--- config.mk ---
export PLATFORM = sky130hd
export DESIGN_NAME = dklt_ctrl
export DESIGN_NICKNAME = d
export VERILOG_FILES = /design/src/rtl/dklt_pkg.sv /design/src/rtl/dklt_ctrl.sv
export SDC_FILE = /design/constraint.sdc
export NUM_CORES = 1
export LEC_CHECK = 0
export BUFFER_PORTS_ARGS = -buffer_cell sky130_fd_sc_hd__buf_4
export CORE_MARGIN = 10
export CORE_UTILIZATION = 30
export DETAILED_ROUTE_END_ITERATION = 10
export GPL_ROUTABILITY_DRIVEN = 0
export MAX_ROUTING_LAYER = met4
export PLACE_DENSITY_LB_ADDON = 0.12
export SETUP_SLACK_MARGIN = 0.4
export SLEW_MARGIN = 20
export SYNTH_ARGS = -nofsm -noshare
export SYNTH_HDL_FRONTEND = slang
export SYNTH_SLANG_ARGS = --single-unit
--- constraint.sdc ---
create_clock -name i_clk -period 1.56 [get_ports i_clk]
set_input_delay 0.234 -clock i_clk [delete_from_list [all_inputs] [get_ports i_clk]]
set_output_delay 0.234 -clock i_clk [all_outputs]
set_load 0.02 [all_outputs]
--- src/rtl/dklt_pkg.sv ---
// Shared constants, types and codes of the decaying key level table.
package dklt_pkg;

    localparam int NUM_KEYS   = 128;
    localparam int LEVEL_BITS = 16;
    localparam int TAG_BITS   = 16;

    localparam int IDX_W     = $clog2(NUM_KEYS);
    localparam int KEY_W     = 7;
    localparam int FIELD_W   = 16;
    localparam int CMD_W     = 2;
    localparam int TICK_W    = 4;
    localparam int ACT_W     = 3;
    localparam int CNT_W     = 8;
    localparam int CFG_IDX_W = 2;
    localparam int CMP_W     = ((LEVEL_BITS > FIELD_W) ? LEVEL_BITS : FIELD_W) + 1;
    localparam int PROD_W    = LEVEL_BITS + FIELD_W;

    localparam int IN_TDATA_W  = 48;
    localparam int OUT_TDATA_W = 56;

    typedef logic [IDX_W-1:0]      t_idx;
    typedef logic [LEVEL_BITS-1:0] t_level;
    typedef logic [TAG_BITS-1:0]   t_tag;
    typedef logic [FIELD_W-1:0]    t_field;
    typedef logic [CMP_W-1:0]      t_cmp;
    typedef logic [CNT_W-1:0]      t_cnt;
    typedef logic [KEY_W-1:0]      t_key;
    typedef logic [TICK_W-1:0]     t_ticks;

    typedef enum logic [CMD_W-1:0] {
        CMD_REPORT = 2'd0,
        CMD_TICK   = 2'd1,
        CMD_READ   = 2'd2,
        CMD_NONE   = 2'd3
    } t_cmd;

    typedef enum logic [ACT_W-1:0] {
        ACT_INSERTED    = 3'd0,
        ACT_UPDATED     = 3'd1,
        ACT_RETRIGGERED = 3'd2,
        ACT_REMOVED     = 3'd3,
        ACT_IGNORED     = 3'd4,
        ACT_TICK_DONE   = 3'd5,
        ACT_READ        = 3'd6
    } t_action;

    localparam logic [CFG_IDX_W-1:0] CFG_RETENTION = 2'd0;
    localparam logic [CFG_IDX_W-1:0] CFG_THRESHOLD = 2'd1;
    localparam logic [CFG_IDX_W-1:0] CFG_MARGIN    = 2'd2;

    localparam t_field RETENTION_RST = 16'd65292;
    localparam t_field THRESHOLD_RST = 16'd512;
    localparam t_field MARGIN_RST    = 16'd13107;

    typedef enum logic [3:0] {
        ST_IDLE,
        ST_LOOKUP,
        ST_DECIDE,
        ST_TICK_SCAN,
        ST_TICK_LOAD,
        ST_TICK_MUL,
        ST_TICK_WB,
        ST_TICK_END,
        ST_EMIT
    } t_state;

    // commands from controller to datapath
    typedef struct packed {
        logic accept;
        logic lookup;
        logic decide;
        logic scan_rd;
        logic scan_next;
        logic load_v;
        logic mul;
        logic wb;
        logic tick_end;
        logic emit;
    } t_dp_ctl;

    // status from datapath to controller
    typedef struct packed {
        logic idx_valid;
        logic idx_last;
        logic ticks_zero;
        logic out_free;
    } t_dp_sts;

    typedef struct packed {
        t_action action;
        t_key    key;
        logic    present;
        t_field  level;
        t_field  tag;
        t_cnt    removed;
        t_cnt    remaining;
    } t_result;

endpackage

--- src/rtl/dklt_ctrl.sv ---
// Controller state machine: sequences lookups, decisions, the tick sweep and result hand-off.
module dklt_ctrl (
    input  logic              i_clk,
    input  logic              i_rst_n,
    input  logic              i_in_valid,
    input  dklt_pkg::t_cmd    i_in_cmd,
    output logic              o_in_ready,
    input  dklt_pkg::t_dp_sts i_sts,
    output dklt_pkg::t_dp_ctl o_ctl
);

    dklt_pkg::t_state r_state;
    dklt_pkg::t_state n_state;

    always_ff @(posedge i_clk) begin
        if (!i_rst_n) begin
            r_state <= dklt_pkg::ST_IDLE;
        end else begin
            r_state <= n_state;
        end
    end

    always_comb begin
        n_state = r_state;
        case (r_state)
            dklt_pkg::ST_IDLE: begin
                if (i_in_valid) begin
                    n_state = (i_in_cmd == dklt_pkg::CMD_TICK) ? dklt_pkg::ST_TICK_SCAN
                                                               : dklt_pkg::ST_LOOKUP;
                end
            end
            dklt_pkg::ST_LOOKUP: n_state = dklt_pkg::ST_DECIDE;
            dklt_pkg::ST_DECIDE: n_state = dklt_pkg::ST_EMIT;
            dklt_pkg::ST_TICK_SCAN: begin
                if (i_sts.idx_valid) begin
                    n_state = dklt_pkg::ST_TICK_LOAD;
                end else if (i_sts.idx_last) begin
                    n_state = dklt_pkg::ST_TICK_END;
                end
            end
            dklt_pkg::ST_TICK_LOAD: n_state = dklt_pkg::ST_TICK_MUL;
            dklt_pkg::ST_TICK_MUL: begin
                if (i_sts.ticks_zero) begin
                    n_state = dklt_pkg::ST_TICK_WB;
                end
            end
            dklt_pkg::ST_TICK_WB: begin
                n_state = i_sts.idx_last ? dklt_pkg::ST_TICK_END : dklt_pkg::ST_TICK_SCAN;
            end
            dklt_pkg::ST_TICK_END: n_state = dklt_pkg::ST_EMIT;
            dklt_pkg::ST_EMIT: begin
                if (i_sts.out_free) begin
                    n_state = dklt_pkg::ST_IDLE;
                end
            end
            default: n_state = dklt_pkg::ST_IDLE;
        endcase
    end

    always_comb begin
        o_ctl      = '0;
        o_in_ready = 1'b0;
        case (r_state)
            dklt_pkg::ST_IDLE: begin
                o_in_ready   = 1'b1;
                o_ctl.accept = i_in_valid;
            end
            dklt_pkg::ST_LOOKUP: o_ctl.lookup = 1'b1;
            dklt_pkg::ST_DECIDE: o_ctl.decide = 1'b1;
            dklt_pkg::ST_TICK_SCAN: begin
                o_ctl.scan_rd   = i_sts.idx_valid;
                o_ctl.scan_next = !i_sts.idx_valid && !i_sts.idx_last;
            end
            dklt_pkg::ST_TICK_LOAD: o_ctl.load_v = 1'b1;
            dklt_pkg::ST_TICK_MUL: o_ctl.mul = !i_sts.ticks_zero;
            dklt_pkg::ST_TICK_WB: begin
                o_ctl.wb        = 1'b1;
                o_ctl.scan_next = !i_sts.idx_last;
            end
            dklt_pkg::ST_TICK_END: o_ctl.tick_end = 1'b1;
            dklt_pkg::ST_EMIT: o_ctl.emit = i_sts.out_free;
            default: o_ctl = '0;
        endcase
    end

endmodule

==> summary.txt, run 1 <==
Run status
  • Status: finished clean

Critical path
  • Critical Path Source Type: register
  • CP max stage cell: dfxtp_4
  • CP Cell Sequence: buf_4 > nor2b_4 > nor3b_2 > buf_4
  • CP max FO: 6
  • Worst setup EP type: output port
  • R2r startpoint: r_state[2]$_SDFFE_PN0P_
  • Crit path from: r_state[2]$_SDFFE_PN0P_
  • Critical path arrival: 1270 ps
  • WS Path Type: reg2out
  • Req. time, crit path: 1330 ps
  • Crit path top cell by count: buf_4
  • Max incr delay on CP: roughly 370 ps

Final layout
  • Largest regs: r_state (4)
  • Max FFs per register: 4
  • Antenna diode count: 0
  • Fillcell total: 82
  • Largest reg by FF count: r_state
  • Layout cells sized above 1: a little under 80%
  • Final nets: 114
  • P&R area growth vs syn: 149%

Yosys
  • Cells after synthesis: 58
  • Number of synthesized flops with an enable pin: 0
  • Sequential-to-total area share from yosys stat: around a fifth
  • Async SR Flop Fraction: 0%
  • Synth cell types: 29
  • Yosys reg bits: 4
  • Mapped Area: between 400 and 500 um2
  • Yosys Warn Count: 0
  • Synth Net Count: 67
  • Average size of a mapped cell: 7.42 um2
  • Top FF cell, synth: dfxtp_1

GRT
  • Total GRT Usage: 10.8%
  • Number of global-route vias before repair: about 630
  • First-pass GRT wire length: around 2900 um
  • Pin count of the biggest net entering global routing: 10
  • Overflow left after global routing: 0
  • Initial antenna violation count: 0

Clocking
  • H-tree depth: 1
  • Clock tree root driver cell: clkbuf_4
  • TritonCTS clock tree: done
  • Later-pin clock latency in the skew report: 240 ps
  • CTS max path bufs: 2
  • TritonCTS buffer count: 3
  • Clock-pin slew on the worst setup and hold paths: 40 ps
  • CTS sink cnt: 4

Placement
  • PortBufs: 19
  • HPWL after detailed placement: 1080 um

Power
  • Combinational group share of total power: a little under two thirds
  • Sequential power share: around a fifth
  • Pleak: ~0.46 nW
  • Final Power: between 0.7 and 0.8 mW
  • Pwr dens: a little over 700 nW/um2
  • Int Pwr: ~0.48 mW
  • Switching power: 0.285 mW
  • Max VDD drop: between 0.4 and 0.5 mV
  • Net Sw Frac: between 30% and 40%
  • Clock share of power: 17.9%

Flow run
  • Max-cap violations: 0

STA
  • Relative slew slack: 75.8%
  • Crit share post-route: 96.7%
  • Max-slew violations: 0
  • Final Skew: about 8.4 ps
  • Slew at the pin closest to its max-slew limit: 360 ps
  • Setup TNS: 0 ps
  • FMAX: about 0.66 GHz
  • Final hold viol count: 0
  • Worst hold slack: ~260 ps
  • Fin crit period: between 1500 and 2000 ps
  • RSZ-0062 raised after global routing: true
  • Setup Viol. Count Final: 0

Floorplan
  • Ports: 20
  • Die height: about 58 um
  • Core area: roughly 1300 um2
  • Die area: roughly 3300 um2
  • Initial Util: between 30% and 40%
  • DIE WIDTH: approximately 58 um
  • Floorplan row count: 13

Drt
  • 1st-iter DRT viols: 12
  • Pre-antenna DRT Iters: 4
  • Post-Route WL: about 2000 um
  • # DRC: 0
  • Avg WL per Cell: 16.9 um
  • Via count: 630
  • DR vias/cell: about 5.3
  • ANT nets after route: 0

Worst hold path
  • Hold Crit Class: in2reg
  • Hold Crit Start: i_rst_n
-- timing repair --
action	4_1_cts	5_1_grt
pin swaps	10	11
setup buffers	14	9
hold endpoints to repair	0	0
resized for setup	31	17
hold buffers	0	0
cloned	0	0
endpoints found under the setup margin	15	15
-- synth_stat cells, types with 2 or more instances --
cell,count,area share [%]
nor3_1,5,5.8
nand2_1,2,1.7
dfxtp_1,4,19
o41ai_1,2,4.1
buf_2,3,3.5
nor3b_1,2,3.5
nor2_1,8,7.0
nor2b_1,4,5.8
nand2b_1,4,5.8
inv_1,2,1.7
nor4b_1,2,4.1
and3_1,2,2.9
o21ai_0,2,2.3
-- worst paths after layout --
| path | cells past startpoint | slack, ps | end |
|---|---|---|---|
| worst max-delay path | 4 | 50 | o_ctl[7] |
| worst min-delay path | 3 | 260 | r_state[2]$_SDFFE_PN0P_ |
| worst max register to register | 5 | 60 | r_state[2]$_SDFFE_PN0P_ |
| worst min register to register | 3 | 600 | r_state[0]$_SDFFE_PN0P_ |
-- power by group through the flow --
stage / sequential (mW) / combinational (mW) / clock, mW
floorplan: 0.126 / 0.205 / 0
global placement: 0.147 / 0.266 / 0
detailed placement: 0.148 / 0.265 / 0
CTS: 0.141 / 0.387 / 0.132
global route: 0.144 / 0.513 / 0.150
finish: 0.143 / 0.483 / 0.136
-- cell usage in the layout, fill, tap and decap left out, drive strengths merged, types with 3 or more instances in the layout --
cell type	n
clkbuf	3
nand2b	4
nor2b	4
nor3	5
buf	47
nor2	8
dfxtp	4
-- cell families (layout without fill, tap and decap cells) --
family                 Yosys count  count (layout)  synth area share, %
multiplexers                     1               1                 2.33
flip-flops                       4               4                 18.6
AO/OA/AOI/OAI                   12              12                 22.7
AND/OR/NAND/NOR                 34              34                 47.7
buffers and inverters            7              52                 8.72
-- per-layer routing --
layer  global-route usage [%]  up-vias  wire [um]
li1                         -      309          -
met1                     11.6      299        817
met2                     18.9       20       1090
met3                     2.40        2         82
met4                     4.03        0         10
met5                        -        -          0
-- cell type report --
type                            instances  area (um2)  area share, %
Timing Repair Buffer                   47         437           40.7
Tap cell                               15        18.8           1.75
Sequential cell                         4        95.1           8.86
Multi-Input combinational cell         47         493           45.9
Inverter                                2        7.51          0.699
Clock buffer                            3        22.5           2.10
-- worst max-delay path: cells and delay by family (launching register included) --
family,cells,cell delay (ps)
flip-flops,1,370
AND/OR/NAND/NOR,2,360
buffers and inverters,2,310
-- per-stage QoR --
stage | utilization (%) | std cells | setup WS, ps | cell area [um2]
5_1_grt | 80.5 | 118 | 5.82 | 1070
2_1_floorplan | - | 58 | 235 | 528
3_3_place_gp | 50.6 | 92 | 86.0 | 674
4_1_cts | 68.9 | 109 | 78.7 | 920
3_5_place_dp | 50.6 | 92 | 99.1 | 674
6_report | 80.5 | 118 | 51.9 | 1070
No activity file was read; power rests on OpenSTA's default activity.
==> inputs of run 2 (changes only) <==
--- a/config.mk
+++ b/config.mk
@@ -5,6 +5,7 @@
 export SDC_FILE = /design/constraint.sdc
 export NUM_CORES = 1
 export LEC_CHECK = 0
+export ABC_AREA = 1
 export BUFFER_PORTS_ARGS = -buffer_cell sky130_fd_sc_hd__buf_4
 export CORE_MARGIN = 10
 export CORE_UTILIZATION = 30
==> run 2 against run 1 <==
Sequential power grew 57%; synthesized area fell by 3.5%; final area fell by 18%; register-to-register slack improved by 240 ps; clock-buffer cell count did not move; core utilization down 13 points; hold slack got worse by 14 ps; critical path type unchanged; largest cell class unchanged.
==> summary.txt, run 2 <==
Clocking
  • Post-cts hold buffer count: 0
  • Later-pin clock latency in the skew report: 230 ps
  • TritonCTS clock tree: done
  • TritonCTS buffer count: 3
  • Clock tree root driver cell: clkbuf_4
  • Clock-pin slew on the worst setup and hold paths: 40 ps
  • H-tree depth: 1
  • CTS sink cnt: 4
  • CTS max path bufs: 2

Final layout
  • Util after Layout: ~68%
  • Layout cells sized above 1: between 70 and 80%
  • Fillcell total: 111
  • P&R area growth vs syn: 113%
  • Most common cell after layout, fill and taps aside: buf_4
  • Final instance area: between 800 and 900 um2
  • Largest reg by FF count: r_state
  • Max FFs per register: 4
  • Antenna diode count: 0
  • Final nets: 116
  • Largest regs: r_state (4)
  • Most frequent cells in the layout: 19 x buf_4, 15 x buf_6, 9 x nor2_4

STA
  • Max-slew violations: 0
  • Relative slew slack: 86.6%
  • Final hold viol count: 0
  • Fin crit period: roughly 1400 ps
  • Final Skew: between 1 and 1.5 ps
  • Setup slack after layout: around 150 ps
  • Setup TNS: 0 ps
  • Worst hold slack: between 200 and 250 ps
  • Slew at the pin closest to its max-slew limit: 201 ps
  • FMAX: ~0.71 GHz
  • Setup Viol. Count Final: 0
  • RSZ-0062 raised after global routing: true
  • Crit share post-route: between 90% and 100%

Drt
  • # DRC: 0
  • ANT nets after route: 0
  • 1st-iter DRT viols: 6
  • Pre-antenna DRT Iters: 4
  • Avg WL per Cell: about 13 um
  • Post-Route WL: between 1500 and 2000 um
  • Via count: 560
  • DR vias/cell: around 4.7

Floorplan
  • DIE WIDTH: between 50 and 60 um
  • Floorplan row count: 13
  • Die area: around 3300 um2
  • Die height: between 50 and 60 um
  • Initial Util: between 30% and 40%
  • Core area: around 1300 um2
  • Ports: 20

Yosys
  • Adder-cell share of the synthesized area: 0%
  • Synth cell count leaders: 11 x nor2_1, 10 x inv_1, 10 x nand2_1
  • Top FF cell, synth: dfxtp_1
  • Main combinational cell family by area after synthesis: simple AND/OR/NAND/NOR gates
  • Dominant cell type by area after synthesis: dfxtp_1
  • Async SR Flop Fraction: 0%
  • Synth cell types: 18
  • Top cell type's share of synthesized area: 19.3%
  • Cells after synthesis: ~70
  • Yosys reg bits: 4
  • Most frequent cell after synthesis: nor2_1
  • Average size of a mapped cell: 6.11 um2
  • Synth area leaders: dfxtp_1 19%, nor2_4 11%, nor2_1 9.9%
  • Mapped Area: around 420 um2
  • Post-synthesis mux area share: 0%
  • Synth Net Count: 77
  • Synth Area in Simple Gates: about three fifths
  • Sequential-to-total area share from yosys stat: 19.3%
  • Yosys Warn Count: 0
  • Number of synthesized flops with an enable pin: 0
  • Xor and xnor fraction of the mapped netlist area: 0%
  • Post-synthesis compound-gate area fraction: roughly 6.6%

Placement
  • Dpl ws: around 270 ps
  • Placed cell areas: 611 um2
  • HPWL after detailed placement: 983 um
  • PortBufs: 19

GRT
  • Met3 Track Usage GR: under 10%
  • Total GRT Usage: approximately 8.8%
  • M1 GR Usage: a little under 9%
  • Initial antenna violation count: 0
  • Met2 global-route usage: approximately 14%
  • Overflow left after global routing: 0
  • Most Used Layer, Global Route: met2
  • Number of global-route vias before repair: approximately 520
  • First-pass GRT wire length: roughly 2300 um
  • Pin count of the biggest net entering global routing: 6

Critical path
  • Worst setup EP type: output port
  • CP Cell Sequence: nor2_4 > inv_4 > nor3_4 > buf_6
  • Req. time, crit path: roughly 1300 ps
  • CP max FO: 5
  • Critical path arrival: between 1000 and 1500 ps
  • Critical Path Source Type: register
  • CP max stage cell: dfxtp_4
  • Max incr delay on CP: roughly 350 ps
  • WS Path Type: reg2out

Power
  • Combinational group share of total power: between 70 and 80%
  • Net Sw Frac: between 40% and 50%
  • Max VDD drop: 1.11 mV
  • Switching power: about 0.7 mW
  • Pleak: about 0.44 nW
  • Int Pwr: ~0.74 mW
  • Pwr dens: roughly 1600 nW/um2
  • Clock share of power: about 8.5%
  • Sequential power share: 15.7%

Flow run
  • Max-cap violations: 0

Run status
  • Status: finished clean

Worst hold path
  • Hold Crit Class: in2reg
==> run 2: cell count changes in the layout (fill, tap and decap cells not counted), sizes merged, moves of 2 or more <==
cell / delta
nor3b: -2
inv: +11
nand2: +13
nor2: +10
buf: -13
nor4b: -2
nor2b: -4
nand2b: -4
nand3: +9
o41ai: -2
and3: -2
nor3: -3
==> run 2: area by class of cell <==
| cell class | count | area (um2) | share of cell area, % |
|---|---|---|---|
| well taps | 15 | 18.8 | 2.12 |
| multi-input cells | 50 | 377 | 42.6 |
| flip-flops and latches | 4 | 95.1 | 10.7 |
| clock buffers | 3 | 22.5 | 2.55 |
| inverters | 14 | 60.1 | 6.79 |
| repair buffers | 34 | 312 | 35.2 |
==> run 2: kinds of logic (layout without fill, tap and decap cells) <==
logic type             after synthesis  count (layout)
and+or+nand+nor                     45              45
AOI/OAI and AO/OA                    5               5
DFF                                  4               4
buffers and inverters               14              51
==> run 2: critical path: cells and delay by family (launching register included) <==
family | cells | cell delay [ps]
and+or+nand+nor | 2 | 370
DFF | 1 | 350
buffers and inverters | 2 | 230
==> run 2: what timing repair did <==
item | 4_1_cts | 5_1_grt
pin swaps | 15 | 7
buffers inserted | 12 | 3
endpoints found under the setup margin | 13 | 15
resized for setup | 26 | 19
==> run 2: worst paths after layout <==
path	from	depth (start not counted)	endpoint	slack, ps
worst max-delay path	r_state[3]$_SDFFE_PN0P_	4	o_ctl[7]	150
worst min-delay path	i_rst_n	3	r_state[1]$_SDFFE_PN0P_	250
worst max register to register	r_state[3]$_SDFFE_PN0P_	10	r_state[2]$_SDFFE_PN0P_	300
worst min register to register	r_state[2]$_SDFFE_PN0P_	2	r_state[2]$_SDFFE_PN0P_	570
==> run 2: metal layers <==
| layer | up-vias | routed length (um) |
|---|---|---|
| met5 | - | 0 |
| met4 | 0 | 29 |
| met3 | 4 | 82 |
| met2 | 14 | 848 |
| met1 | 252 | 588 |
| li1 | 290 | - |
==> run 2: power by group through the flow <==
stage	logic [mW]	registers, mW	clock network, mW
final	1.08	0.225	0.121
after global routing	1.16	0.231	0.139
after CTS	0.937	0.204	0.126
after detailed placement	0.680	0.196	0
after global placement	0.681	0.194	0
after floorplan	0.495	0.190	0
==> run 2: metrics by stage <==
| step | std cells | power (mW) |
|---|---|---|
| global placement | 102 | 0.875 |
| finish | 120 | 1.43 |
| detailed placement | 102 | 0.876 |
| CTS | 117 | 1.27 |
| global route | 120 | 1.53 |
| floorplan | 68 | 0.685 |
